<file path="src/sv/sesl_pkg.sv">
// ----------------------------------------------------------------------------
// sesl_pkg
// Shared types and constants of the SES SAS-address slot locator.
// ----------------------------------------------------------------------------
package sesl_pkg;

    localparam int MAX_PAGE_BYTES = 4096;
    localparam int MAX_TYPES      = 64;
    localparam int TYPE_AW        = $clog2(MAX_TYPES);
    localparam int TCNT_W         = $clog2(MAX_TYPES + 1);

    localparam int POS_W = 17;
    localparam logic [POS_W-1:0] POS_CAP = 17'h1FFFF;

    localparam logic [7:0] CFG_CODE   = 8'h01;
    localparam logic [7:0] AES_CODE   = 8'h0a;
    localparam logic [3:0] PROTO_SAS  = 4'd6;
    localparam int         HDR_BYTES  = 4;
    localparam int         PHY_BYTES  = 28;

    localparam int ADDR_W = 4;
    localparam logic [ADDR_W-1:0] REG_TARGET = 4'd0;

    typedef struct packed {
        logic step;
        logic walk_rd;
        logic walk_cmp;
    } sesl_cmd_t;

    typedef struct packed {
        logic need_walk;
        logic walk_exhausted;
        logic walk_hit;
        logic load;
    } sesl_stat_t;

endpackage

</file>
<file path="src/sv/sesl_ram.sv">
// ----------------------------------------------------------------------------
// sesl_ram
// Generic single-port-write, single-port-read RAM with registered read data.
// ----------------------------------------------------------------------------
module sesl_ram #(
    parameter int WIDTH = 8,
    parameter int DEPTH = 64
) (
    input  logic                     clk,
    input  logic                     we,
    input  logic [$clog2(DEPTH)-1:0] waddr,
    input  logic [WIDTH-1:0]         wdata,
    input  logic [$clog2(DEPTH)-1:0] raddr,
    output logic [WIDTH-1:0]         rdata
);

    logic [WIDTH-1:0] mem [DEPTH];

    always_ff @(posedge clk)
    begin
        if (we)
        begin
            mem[waddr] <= wdata;
        end
        rdata <= mem[raddr];
    end

endmodule

</file>
<file path="src/sv/sesl_ctrl.sv">
// ----------------------------------------------------------------------------
// sesl_ctrl
// Controller: byte acceptance, type-table walk sequencing and result valid.
// ----------------------------------------------------------------------------
module sesl_ctrl (
    input  logic                clk,
    input  logic                rst_n,
    input  logic                in_valid,
    output logic                in_ready,
    output logic                out_valid,
    input  logic                out_ready,
    output sesl_pkg::sesl_cmd_t cmd,
    input  sesl_pkg::sesl_stat_t stat
);
    import sesl_pkg::*;

    typedef enum logic [1:0] {
        ST_RUN,
        ST_RD,
        ST_CMP
    } state_t;

    state_t state_reg;
    logic   out_valid_reg;

    assign in_ready     = (state_reg == ST_RUN) && !out_valid_reg;
    assign out_valid    = out_valid_reg;
    assign cmd.step     = in_valid && in_ready;
    assign cmd.walk_rd  = (state_reg == ST_RD);
    assign cmd.walk_cmp = (state_reg == ST_CMP);

    always_ff @(posedge clk or negedge rst_n)
    begin
        if (!rst_n)
        begin
            state_reg     <= ST_RUN;
            out_valid_reg <= 1'b0;
        end
        else
        begin
            unique case (state_reg)
                ST_RUN:
                begin
                    if (cmd.step && stat.need_walk)
                    begin
                        state_reg <= ST_RD;
                    end
                end
                ST_RD:
                begin
                    state_reg <= stat.walk_exhausted ? ST_RUN : ST_CMP;
                end
                ST_CMP:
                begin
                    state_reg <= stat.walk_hit ? ST_RUN : ST_RD;
                end
                default:
                begin
                    state_reg <= ST_RUN;
                end
            endcase
            if (stat.load)
            begin
                out_valid_reg <= 1'b1;
            end
            else if (out_ready)
            begin
                out_valid_reg <= 1'b0;
            end
        end
    end

endmodule

</file>
<file path="src/sv/sesl_dp.sv">
// ----------------------------------------------------------------------------
// sesl_dp
// Datapath: page parser, type-count table, index walk and result register.
// ----------------------------------------------------------------------------
module sesl_dp (
    input  logic                 clk,
    input  logic                 rst_n,
    input  sesl_pkg::sesl_cmd_t  cmd,
    output sesl_pkg::sesl_stat_t stat,
    input  logic                 mode,
    input  logic [7:0]           page_byte,
    input  logic                 last_byte,
    input  logic                 cfg_we,
    input  logic [63:0]          cfg_wdata,
    output logic [63:0]          target,
    output logic                 found,
    output logic [8:0]           element_index,
    output logic                 page_fault
);
    import sesl_pkg::*;

    typedef enum logic [2:0] {
        PH_HDR,
        PH_ENC,
        PH_TYPE,
        PH_DESC,
        PH_SAS,
        PH_PHY,
        PH_SKIP,
        PH_IDLE
    } phase_t;

    phase_t            phase_reg, phase_next;
    logic [POS_W-1:0]  pos_reg, pos_next;
    logic [POS_W-1:0]  page_end_reg, page_end_next;
    logic [POS_W-1:0]  section_end_reg, section_end_next;
    logic [4:0]        unit_reg, unit_next;
    logic [8:0]        encl_reg, encl_next;
    logic [POS_W-1:0]  headers_reg, headers_next;
    logic [TCNT_W-1:0] type_total_reg, type_total_next;
    logic [7:0]        raw_index_reg, raw_index_next;
    logic [7:0]        flags_reg, flags_next;
    logic [7:0]        phys_reg, phys_next;
    logic [63:0]       addr_reg, addr_next;
    logic [63:0]       target_reg;
    logic              in_page_reg, in_page_next;
    logic              cur_mode_reg, cur_mode_next;
    logic              match_reg, match_next;
    logic              code_ok_reg, code_ok_next;
    logic              cfg_ok_reg, cfg_ok_next;
    logic              cfg_fault_reg, cfg_fault_next;
    logic              st_fault_reg, st_fault_next;
    logic              eiioe_reg, eiioe_next;
    logic              slot_ok_reg, slot_ok_next;
    logic              hit_ok_reg, hit_ok_next;
    logic [8:0]        hit_index_reg, hit_index_next;
    logic              pend_last_reg, pend_last_next;
    logic [7:0]        walk_idx_reg, walk_idx_next;
    logic [TCNT_W-1:0] walk_i_reg, walk_i_next;
    logic              found_reg, found_next;
    logic [8:0]        index_reg, index_next;
    logic              fault_reg, fault_next;

    logic              ram_we;
    logic [7:0]        ram_rdata;
    logic              need_walk;
    logic              load;

    logic [POS_W-1:0]  p;
    logic [POS_W-1:0]  p1;
    logic [POS_W-1:0]  pb;
    logic              do_tail;
    logic              qual;
    logic              trunc;
    logic              fault;

    assign target = target_reg;
    assign found = found_reg;
    assign element_index = index_reg;
    assign page_fault = fault_reg;

    assign stat.need_walk      = need_walk;
    assign stat.walk_exhausted = (walk_i_reg >= type_total_reg);
    assign stat.walk_hit       = (walk_idx_reg < ram_rdata);
    assign stat.load           = load;

    sesl_ram #(
        .WIDTH(8),
        .DEPTH(MAX_TYPES)
    ) u_type_counts (
        .clk  (clk),
        .we   (ram_we),
        .waddr(type_total_reg[TYPE_AW-1:0]),
        .wdata(raw_index_reg),
        .raddr(walk_i_reg[TYPE_AW-1:0]),
        .rdata(ram_rdata)
    );

    always_comb
    begin
        phase_next       = phase_reg;
        pos_next         = pos_reg;
        page_end_next    = page_end_reg;
        section_end_next = section_end_reg;
        unit_next        = unit_reg;
        encl_next        = encl_reg;
        headers_next     = headers_reg;
        type_total_next  = type_total_reg;
        raw_index_next   = raw_index_reg;
        flags_next       = flags_reg;
        phys_next        = phys_reg;
        addr_next        = addr_reg;
        in_page_next     = in_page_reg;
        cur_mode_next    = cur_mode_reg;
        match_next       = match_reg;
        code_ok_next     = code_ok_reg;
        cfg_ok_next      = cfg_ok_reg;
        cfg_fault_next   = cfg_fault_reg;
        st_fault_next    = st_fault_reg;
        eiioe_next       = eiioe_reg;
        slot_ok_next     = slot_ok_reg;
        hit_ok_next      = hit_ok_reg;
        hit_index_next   = hit_index_reg;
        pend_last_next   = pend_last_reg;
        walk_idx_next    = walk_idx_reg;
        walk_i_next      = walk_i_reg;
        ram_we           = 1'b0;
        need_walk        = 1'b0;
        load             = 1'b0;
        p                = pos_reg;
        p1               = pos_reg;
        pb               = pos_reg;
        do_tail          = 1'b0;
        qual             = 1'b0;
        trunc            = 1'b0;

        if (cmd.step)
        begin
            // A change of mode drops the unfinished page.
            if (in_page_reg && (mode != cur_mode_reg))
            begin
                if (!cur_mode_reg)
                begin
                    cfg_fault_next = 1'b1;
                    cfg_ok_next    = 1'b0;
                end
                in_page_next = 1'b0;
            end
            if (!in_page_next)
            begin
                in_page_next     = 1'b1;
                cur_mode_next    = mode;
                pos_next         = '0;
                page_end_next    = '0;
                section_end_next = '0;
                phase_next       = PH_HDR;
                unit_next        = '0;
                if (!mode)
                begin
                    cfg_ok_next     = 1'b0;
                    cfg_fault_next  = 1'b0;
                    code_ok_next    = 1'b0;
                    type_total_next = '0;
                    headers_next    = '0;
                    encl_next       = '0;
                end
                else
                begin
                    st_fault_next  = 1'b0;
                    match_next     = 1'b0;
                    hit_ok_next    = 1'b0;
                    hit_index_next = '0;
                    flags_next     = '0;
                    raw_index_next = '0;
                    phys_next      = '0;
                    addr_next      = '0;
                    eiioe_next     = 1'b0;
                    slot_ok_next   = 1'b0;
                end
            end

            p  = pos_next;
            p1 = p + 1'b1;
            pb = p1 + {{(POS_W-8){1'b0}}, page_byte};

            if (!mode)
            begin
                if (p < POS_W'(HDR_BYTES))
                begin
                    unique case (p[1:0])
                        2'd0:
                        begin
                            code_ok_next = (page_byte == CFG_CODE);
                            if (!code_ok_next)
                            begin
                                phase_next = PH_IDLE;
                            end
                        end
                        2'd1:
                        begin
                            encl_next = {1'b0, page_byte} + 9'd1;
                        end
                        2'd2:
                        begin
                            page_end_next = {1'b0, page_byte, 8'h00};
                        end
                        default:
                        begin
                            page_end_next = (page_end_next | {9'd0, page_byte})
                                + POS_W'(HDR_BYTES);
                            if (page_end_next > POS_W'(MAX_PAGE_BYTES))
                            begin
                                cfg_fault_next = 1'b1;
                                phase_next     = PH_IDLE;
                            end
                        end
                    endcase
                end
                else if (p < page_end_next)
                begin
                    unique case (phase_next)
                        PH_HDR:
                        begin
                            if (p == POS_W'(7))
                            begin
                                phase_next = PH_ENC;
                                unit_next  = '0;
                            end
                        end
                        PH_ENC:
                        begin
                            if (unit_next == 5'd2)
                            begin
                                headers_next = headers_next + {9'd0, page_byte};
                            end
                            if (unit_next == 5'd3)
                            begin
                                section_end_next = pb;
                            end
                            if (unit_next != 5'd31)
                            begin
                                unit_next = unit_next + 5'd1;
                            end
                            if ((unit_next >= 5'd4) && (p1 == section_end_next))
                            begin
                                encl_next = encl_next - 9'd1;
                                unit_next = '0;
                                if (encl_next == '0)
                                begin
                                    phase_next = (headers_next == '0) ? PH_IDLE : PH_TYPE;
                                end
                            end
                        end
                        PH_TYPE:
                        begin
                            if (unit_next == 5'd1)
                            begin
                                raw_index_next = page_byte;
                            end
                            if (unit_next == 5'd3)
                            begin
                                if (type_total_next < TCNT_W'(MAX_TYPES))
                                begin
                                    ram_we          = 1'b1;
                                    type_total_next = type_total_next + 1'b1;
                                end
                                headers_next = headers_next - 1'b1;
                                unit_next    = '0;
                                if (headers_next == '0)
                                begin
                                    phase_next = PH_IDLE;
                                end
                            end
                            else
                            begin
                                unit_next = unit_next + 5'd1;
                            end
                        end
                        default:
                        begin
                        end
                    endcase
                end
            end
            else
            begin
                if (p < POS_W'(HDR_BYTES))
                begin
                    unique case (p[1:0])
                        2'd0:
                        begin
                            if (page_byte != AES_CODE)
                            begin
                                phase_next = PH_IDLE;
                            end
                        end
                        2'd1:
                        begin
                        end
                        2'd2:
                        begin
                            page_end_next = {1'b0, page_byte, 8'h00};
                        end
                        default:
                        begin
                            page_end_next = (page_end_next | {9'd0, page_byte})
                                + POS_W'(HDR_BYTES);
                            if (page_end_next > POS_W'(MAX_PAGE_BYTES))
                            begin
                                st_fault_next = 1'b1;
                                phase_next    = PH_IDLE;
                            end
                        end
                    endcase
                end
                else if (p < page_end_next)
                begin
                    unique case (phase_next)
                        PH_HDR:
                        begin
                            if (p == POS_W'(7))
                            begin
                                unit_next = '0;
                                if (POS_W'(8) >= page_end_next)
                                begin
                                    phase_next = PH_IDLE;
                                end
                                else if (POS_W'(12) > page_end_next)
                                begin
                                    st_fault_next = 1'b1;
                                    phase_next    = PH_IDLE;
                                end
                                else
                                begin
                                    phase_next = PH_DESC;
                                end
                            end
                        end
                        PH_DESC:
                        begin
                            if (unit_next == 5'd0)
                            begin
                                flags_next = page_byte;
                                unit_next  = 5'd1;
                            end
                            else if (unit_next == 5'd1)
                            begin
                                if (page_byte < 8'd2)
                                begin
                                    st_fault_next = 1'b1;
                                    phase_next    = PH_IDLE;
                                end
                                else
                                begin
                                    section_end_next = pb;
                                    unit_next        = 5'd2;
                                end
                            end
                            else if (unit_next == 5'd2)
                            begin
                                eiioe_next = page_byte[0];
                                unit_next  = 5'd3;
                            end
                            else
                            begin
                                qual = (flags_next[3:0] == PROTO_SAS) && flags_next[4]
                                    && !flags_next[7];
                                raw_index_next = page_byte;
                                unit_next      = '0;
                                if (!qual)
                                begin
                                    phase_next = PH_SKIP;
                                    do_tail    = 1'b1;
                                end
                                else if (section_end_next > page_end_next)
                                begin
                                    st_fault_next = 1'b1;
                                    phase_next    = PH_IDLE;
                                end
                                else if (section_end_next < p1 + POS_W'(HDR_BYTES))
                                begin
                                    phase_next = PH_SKIP;
                                    do_tail    = 1'b1;
                                end
                                else
                                begin
                                    phase_next = PH_SAS;
                                end
                            end
                        end
                        PH_SAS:
                        begin
                            if (unit_next == 5'd0)
                            begin
                                phys_next = page_byte;
                            end
                            else if (unit_next == 5'd1)
                            begin
                                slot_ok_next = (page_byte[7:6] == 2'd0);
                            end
                            if (unit_next == 5'd3)
                            begin
                                if (!slot_ok_next || (phys_next == '0))
                                begin
                                    phase_next = PH_SKIP;
                                end
                                else
                                begin
                                    unit_next  = '0;
                                    addr_next  = '0;
                                    phase_next = (p1 + POS_W'(PHY_BYTES) > section_end_next)
                                        ? PH_SKIP : PH_PHY;
                                end
                            end
                            else
                            begin
                                unit_next = unit_next + 5'd1;
                            end
                            do_tail = 1'b1;
                        end
                        PH_PHY:
                        begin
                            if ((unit_next >= 5'd12) && (unit_next < 5'd20))
                            begin
                                addr_next = {addr_next[55:0], page_byte};
                            end
                            if (unit_next == 5'(PHY_BYTES - 1))
                            begin
                                if (addr_next == target_reg)
                                begin
                                    // First match: the search ends here.
                                    match_next = 1'b1;
                                    phase_next = PH_IDLE;
                                    if (eiioe_next)
                                    begin
                                        hit_ok_next    = 1'b1;
                                        hit_index_next = {1'b0, raw_index_next};
                                    end
                                    else if (cfg_ok_next)
                                    begin
                                        need_walk      = 1'b1;
                                        pend_last_next = last_byte;
                                        walk_idx_next  = raw_index_next;
                                        walk_i_next    = '0;
                                    end
                                end
                                else
                                begin
                                    phys_next = phys_next - 8'd1;
                                    do_tail   = 1'b1;
                                    if (phys_next == '0)
                                    begin
                                        phase_next = PH_SKIP;
                                    end
                                    else
                                    begin
                                        unit_next  = '0;
                                        addr_next  = '0;
                                        phase_next =
                                            (p1 + POS_W'(PHY_BYTES) > section_end_next)
                                            ? PH_SKIP : PH_PHY;
                                    end
                                end
                            end
                            else
                            begin
                                unit_next = unit_next + 5'd1;
                                do_tail   = 1'b1;
                            end
                        end
                        PH_SKIP:
                        begin
                            do_tail = 1'b1;
                        end
                        default:
                        begin
                        end
                    endcase

                    // End of a descriptor: next one, else page end or fault.
                    if (do_tail && (p1 == section_end_next))
                    begin
                        unit_next = '0;
                        if (section_end_next >= page_end_next)
                        begin
                            phase_next = PH_IDLE;
                        end
                        else if (section_end_next + POS_W'(HDR_BYTES) > page_end_next)
                        begin
                            st_fault_next = 1'b1;
                            phase_next    = PH_IDLE;
                        end
                        else
                        begin
                            phase_next = PH_DESC;
                        end
                    end
                end
            end

            if (pos_next != POS_CAP)
            begin
                pos_next = pos_next + 1'b1;
            end

            if (last_byte)
            begin
                in_page_next = 1'b0;
                trunc = (p < POS_W'(3)) || (p1 < page_end_next);
                if (!mode)
                begin
                    cfg_fault_next = cfg_fault_next | trunc;
                    cfg_ok_next    = !cfg_fault_next && code_ok_next;
                end
                else
                begin
                    st_fault_next = st_fault_next | trunc;
                    load          = !need_walk;
                end
            end
        end

        if (cmd.walk_rd && stat.walk_exhausted)
        begin
            load = pend_last_reg;
        end
        if (cmd.walk_cmp)
        begin
            if (stat.walk_hit)
            begin
                hit_ok_next    = 1'b1;
                hit_index_next = {1'b0, walk_idx_reg} + {2'd0, walk_i_reg} + 9'd1;
                load           = pend_last_reg;
            end
            else
            begin
                walk_idx_next = walk_idx_reg - ram_rdata;
                walk_i_next   = walk_i_reg + 1'b1;
            end
        end
    end

    always_comb
    begin
        fault      = st_fault_next || cfg_fault_next;
        found_next = !fault && match_next && hit_ok_next;
        index_next = found_next ? hit_index_next : 9'd0;
        fault_next = fault;
    end

    always_ff @(posedge clk or negedge rst_n)
    begin
        if (!rst_n)
        begin
            phase_reg       <= PH_HDR;
            pos_reg         <= '0;
            page_end_reg    <= '0;
            section_end_reg <= '0;
            unit_reg        <= '0;
            encl_reg        <= '0;
            headers_reg     <= '0;
            type_total_reg  <= '0;
            raw_index_reg   <= '0;
            flags_reg       <= '0;
            phys_reg        <= '0;
            addr_reg        <= '0;
            target_reg      <= '0;
            in_page_reg     <= 1'b0;
            cur_mode_reg    <= 1'b0;
            match_reg       <= 1'b0;
            code_ok_reg     <= 1'b0;
            cfg_ok_reg      <= 1'b0;
            cfg_fault_reg   <= 1'b0;
            st_fault_reg    <= 1'b0;
            eiioe_reg       <= 1'b0;
            slot_ok_reg     <= 1'b0;
            hit_ok_reg      <= 1'b0;
            hit_index_reg   <= '0;
            pend_last_reg   <= 1'b0;
            walk_idx_reg    <= '0;
            walk_i_reg      <= '0;
        end
        else
        begin
            phase_reg       <= phase_next;
            pos_reg         <= pos_next;
            page_end_reg    <= page_end_next;
            section_end_reg <= section_end_next;
            unit_reg        <= unit_next;
            encl_reg        <= encl_next;
            headers_reg     <= headers_next;
            type_total_reg  <= type_total_next;
            raw_index_reg   <= raw_index_next;
            flags_reg       <= flags_next;
            phys_reg        <= phys_next;
            addr_reg        <= addr_next;
            in_page_reg     <= in_page_next;
            cur_mode_reg    <= cur_mode_next;
            match_reg       <= match_next;
            code_ok_reg     <= code_ok_next;
            cfg_ok_reg      <= cfg_ok_next;
            cfg_fault_reg   <= cfg_fault_next;
            st_fault_reg    <= st_fault_next;
            eiioe_reg       <= eiioe_next;
            slot_ok_reg     <= slot_ok_next;
            hit_ok_reg      <= hit_ok_next;
            hit_index_reg   <= hit_index_next;
            pend_last_reg   <= pend_last_next;
            walk_idx_reg    <= walk_idx_next;
            walk_i_reg      <= walk_i_next;
            if (cfg_we)
            begin
                target_reg <= cfg_wdata;
            end
        end
    end

    always_ff @(posedge clk)
    begin
        if (load)
        begin
            found_reg <= found_next;
            index_reg <= index_next;
            fault_reg <= fault_next;
        end
    end

endmodule

</file>
<file path="src/sv/ses_sas_address_slot_locator.sv">
// ----------------------------------------------------------------------------
// ses_sas_address_slot_locator
// Finds the status element index of a device slot by its SAS address.
// ----------------------------------------------------------------------------
// The block takes one page byte per cycle: first an SES configuration page
// (tuser low), then additional element status pages (tuser high), each ended
// by tlast. One result beat follows the last byte of every status page. When
// the matching descriptor has EIIOE clear, the index is corrected by walking
// the stored type counts through the type-count RAM, with a read state and
// a compare state per type header, and input is held off meanwhile. A finished
// result is held in an output register; no byte is taken while it waits.
module ses_sas_address_slot_locator (
    input  logic        clk,
    input  logic        rst_n,
    input  logic        s_axis_tvalid,
    output logic        s_axis_tready,
    input  logic [7:0]  s_axis_tdata,   // [7:0] page_byte
    input  logic        s_axis_tuser,   // [0] mode
    input  logic        s_axis_tlast,
    output logic        m_axis_tvalid,
    input  logic        m_axis_tready,
    output logic [15:0] m_axis_tdata,   // [0] found, [9:1] element_index,
                                        // [10] page_fault, [15:11] zero
    input  logic        psel,
    input  logic        penable,
    input  logic        pwrite,
    input  logic [sesl_pkg::ADDR_W-1:0] paddr,
    input  logic [63:0] pwdata,
    output logic [63:0] prdata,
    output logic        pready
);
    import sesl_pkg::*;

    sesl_cmd_t   cmd;
    sesl_stat_t  stat;
    logic [63:0] target;
    logic        cfg_we;
    logic        found;
    logic [8:0]  element_index;
    logic        page_fault;

    assign pready = 1'b1;
    assign cfg_we = psel && penable && pwrite && (paddr[ADDR_W-1] == REG_TARGET[ADDR_W-1]);
    assign prdata = (paddr[ADDR_W-1] == REG_TARGET[ADDR_W-1]) ? target : 64'd0;
    assign m_axis_tdata = {5'd0, page_fault, element_index, found};

    sesl_ctrl u_ctrl (
        .clk      (clk),
        .rst_n    (rst_n),
        .in_valid (s_axis_tvalid),
        .in_ready (s_axis_tready),
        .out_valid(m_axis_tvalid),
        .out_ready(m_axis_tready),
        .cmd      (cmd),
        .stat     (stat)
    );

    sesl_dp u_dp (
        .clk          (clk),
        .rst_n        (rst_n),
        .cmd          (cmd),
        .stat         (stat),
        .mode         (s_axis_tuser),
        .page_byte    (s_axis_tdata),
        .last_byte    (s_axis_tlast),
        .cfg_we       (cfg_we),
        .cfg_wdata    (pwdata),
        .target       (target),
        .found        (found),
        .element_index(element_index),
        .page_fault   (page_fault)
    );

endmodule

</file>
<file path="config.mk">
export PLATFORM = sky130hd
export DESIGN_NAME = ses_sas_address_slot_locator
export DESIGN_NICKNAME = d
export VERILOG_FILES = /design/src/sv/sesl_pkg.sv /design/src/sv/sesl_ram.sv /design/src/sv/sesl_ctrl.sv /design/src/sv/sesl_dp.sv /design/src/sv/ses_sas_address_slot_locator.sv
export SDC_FILE = /design/constraint.sdc
export NUM_CORES = 2
export LEC_CHECK = 0
export BUFFER_PORTS_ARGS = -buffer_cell sky130_fd_sc_hd__buf_2
export CORE_MARGIN = 4
export CORE_UTILIZATION = 59
export CTS_BUF_LIST = sky130_fd_sc_hd__clkbuf_4 sky130_fd_sc_hd__clkbuf_8
export DETAILED_ROUTE_END_ITERATION = 12
export GPL_TIMING_DRIVEN = 0
export PLACE_DENSITY_LB_ADDON = 0.2
export SYNTH_ARGS = -nofsm -noshare
export SYNTH_HDL_FRONTEND = slang
export SYNTH_SLANG_ARGS = --single-unit
</file>
<file path="constraint.sdc">
create_clock -name clk -period 6.7 [get_ports clk]
set_clock_uncertainty 0.05 [all_clocks]
set_input_delay 1.34 -clock clk [delete_from_list [all_inputs] [get_ports clk]]
set_output_delay 1.34 -clock clk [all_outputs]
set_load 0.03 [all_outputs]
</file>
==> results.json <==
{
  "outcome": "finished clean",
  "slew_headroom_pct": 12.4,
  "ios": 168,
  "synth_top_family_by_area": "compound AO/OA/AOI/OAI gates",
  "clockBufferDepth": 3,
  "die_area_sq_um": 81100,
  "finalMaxSlewViolations": 0,
  "fp.dieH_microns": 285,
  "max_stage_delay_ns": 0.45,
  "fin_cells": 5374,
  "crit_top_cell": "nand2_2",
  "seqPwrFrac_pct": 48.1,
  "synthMuxAreaShare_pct": 11.3,
  "place_congestion": 1.03,
  "path_clk_slew_ns": 0.06,
  "rows": 101,
  "cellLeakagePower_nw": 19.5,
  "antenna_found_initial": 6,
  "drcViolationCount": 0,
  "wl_per_cell_microns": 27.9,
  "power_switching_share_pct": 28.8,
  "min_period_ns": 6.69,
  "register_area_sq_um": 22900,
  "worst_ep_required_time_ns": 7.20,
  "htreeDepth": 4,
  "layout.nets": 4501,
  "yosys-top-cells-count": "edfxtp_1, nand2_1, dfrtp_1",
  "setup_viol": 0,
  "synth_compound_area_share_pct": 12.9,
  "cp_slowest_cell": "a311o_2",
  "final_hold_viol_count": 0,
  "fmax_ghz": 0.149,
  "n_fill_cell": 5435,
  "multi_input_comb_area_sq_um": 21900,
  "synth_async_sr_flop_share_pct": 34.5,
  "ys_ff_latch": 811,
  "clkPwrFrac_pct": 39.0,
  "p_total_mw": 11.7,
  "worstSetupEndpointType": "flop",
  "yosysSeqAreaShare_pct": 50.6,
  "hold_buffers": 0,
  "grt_pass1_wl_microns": 219000,
  "cts_tree": "done",
  "synthAdderAreaFrac_pct": 5.13,
  "core_area_sq_um": 75900,
  "syn_area_sq_um": 45200,
  "cts_root_buf": "clkbuf_8",
  "synth_top_area_share_pct": 34.7,
  "critPathKind": "in2reg",
  "gr-usage-all-layers_pct": 35.8,
  "crit_path_start_kind": "input port",
  "drtIter0Drc": 4817,
  "place_hpwl_microns": 106000,
  "p_int_mw": 8.31,
  "cts_made_buffers": 133,
  "avgSynthCellArea_sq_um": 11.7,
  "yosys_most_used_dff": "edfxtp_1",
  "die_w_microns": 285,
  "power.switching_mw": 3.36,
  "synth_xor_area_share_pct": 3.93,
  "drtAntennaViolNets": 0,
  "largest_register_ffs": 512,
  "max_cap_viol_count": 0,
  "path_max_fanout": 10,
  "synth_edf_count": 523,
  "initial_utilization_pct": 59.5,
  "synth_top_area_cell": "edfxtp_1",
  "syn_inst": 3878,
  "powerDensity_nw_per_um2": 224,
  "grt_pass1_vias": 34600,
  "period_share_pct": 99.9,
  "cp.arrival_ns": 7.19,
  "area.growth.synth_to_final_pct": 15.1,
  "synth_most_common_cell": "edfxtp_1",
  "drive_gt1_share_pct": 22.4,
  "dpl.cell_count": 5078,
  "ys_warn_count": 0,
  "overflow": 0,
  "synth_cell_types": 112,
  "totalWireLength_microns": 150000,
  "pwr-share-comb_pct": 12.8,
  "synthSimpleGateAreaFrac_pct": 12.8,
  "fin_util_pct": 68.5,
  "clock_latency_ns": 0.83,
  "clock_sinks": 811,
  "ys_top_cells_by_area": "edfxtp_1, dfrtp_1, mux4_2, ha_1, nand2_1",
  "tightest_slew_ns": 1.31,
  "grt_max_degree": 115,
  "ir_drop_mv": 0.233,
  "num_vias": 36100,
  "viasPerCell": 6.72,
  "drt-pass1-iter-count": 9,
  "hold_path_class": "reg2reg",
  "portBuffers": 156
}
## final timing paths
check                                      start  slack (ns)                        to  depth (start not counted)
max in group asynchronous                  rst_n        5.11           u_dp.target[15]                          2
setup reg to reg                 u_dp.pos_reg[0]        0.05           u_dp.page_fault                         25
hold / removal             u_dp.hit_index_reg[1]        0.42     u_dp.hit_index_reg[1]                          1
setup / recovery                    s_axis_tuser       0.007           u_dp.page_fault                         27
hold reg to reg            u_dp.hit_index_reg[1]        0.42     u_dp.hit_index_reg[1]                          1
min in group asynchronous                  rst_n        0.44  u_dp.section_end_reg[16]                          1
## cell families after synthesis
group | Yosys count
simple gates | 1178
xor+xnor | 194
mux | 290
buf+inv | 372
fa+ha+maj | 183
flops | 811
other cells | 2
compound gates | 848
## power by group through the flow
| stage | logic, mW | registers, mW | clock network (mW) |
|---|---|---|---|
| 2_1_floorplan | 0.876 | 5.65 | 0 |
| 3_3_place_gp | 1.33 | 5.73 | 0 |
| 3_5_place_dp | 1.38 | 5.71 | 0 |
| 4_1_cts | 1.42 | 5.61 | 4.56 |
| 5_1_grt | 1.57 | 5.62 | 4.82 |
| 6_report | 1.50 | 5.61 | 4.55 |
## per-layer routing
| metal | global-route usage, % | routed length [microns] |
|---|---|---|
| met1 | 46.9 | 55400 |
| met2 | 56.1 | 69900 |
| met3 | 7.68 | 15300 |
| met4 | 19.8 | 9350 |
| met5 | 0 | 20 |
## cell usage in the layout, fill, tap and decap left out, types with 96 or more instances in the layout
| master | n |
|---|---|
| clkbuf_8 | 153 |
| inv_1 | 117 |
| o21ai_0 | 172 |
| buf_2 | 192 |
| nor2_1 | 207 |
| mux4_2 | 168 |
| a21oi_1 | 151 |
| nand2_1 | 337 |
| ha_1 | 173 |
| xnor2_1 | 96 |
| a22o_1 | 102 |
| edfxtp_1 | 523 |
| dfrtp_1 | 272 |
| clkbuf_1 | 135 |
## repair_timing
| item | CTS | global route |
|---|---|---|
| pin swaps | 18 | 28 |
| setup endpoints to repair | 710 | 642 |
| endpoints found under the hold margin | 0 | 0 |
| setup buffers | 23 | 36 |
| resized for setup | 209 | 75 |
## stage by stage
stage | cell area (sq um) | TNS (ns) | worst slack, ns | hold slack [ns]
final | 52000 | 0 | 0.00691 | 0.423
after global routing | 52000 | -1.01 | -0.125 | 0.457
after CTS | 51400 | -0.349 | -0.0352 | 0.423
after detailed placement | 47700 | -1947.37 | -3.36 | 0.409
after global placement | 47400 | -2291.56 | -3.26 | 0.405
after floorplan | 45400 | 0 | 0.00139 | 0.388
## critical path: cells and delay by family
family	cells	cell delay, ns
simple gates	12	2.35
compound gates	6	1.66
buf+inv	4	0.67
fa+ha+maj	2	0.61
xor+xnor	3	0.52
## cell type report
type / instances / area share (%)
diodes: 2 / 0.00962
clock inverters: 59 / 0.882
repair buffers: 225 / 3.01
inverters: 126 / 0.921
multi-input cells: 2699 / 42.1
clock buffers: 185 / 4.48
plain buffers: 237 / 2.19
flip-flops and latches: 811 / 44.0
well taps: 1030 / 2.48
Note: power is estimated with default switching activity, not from simulation.
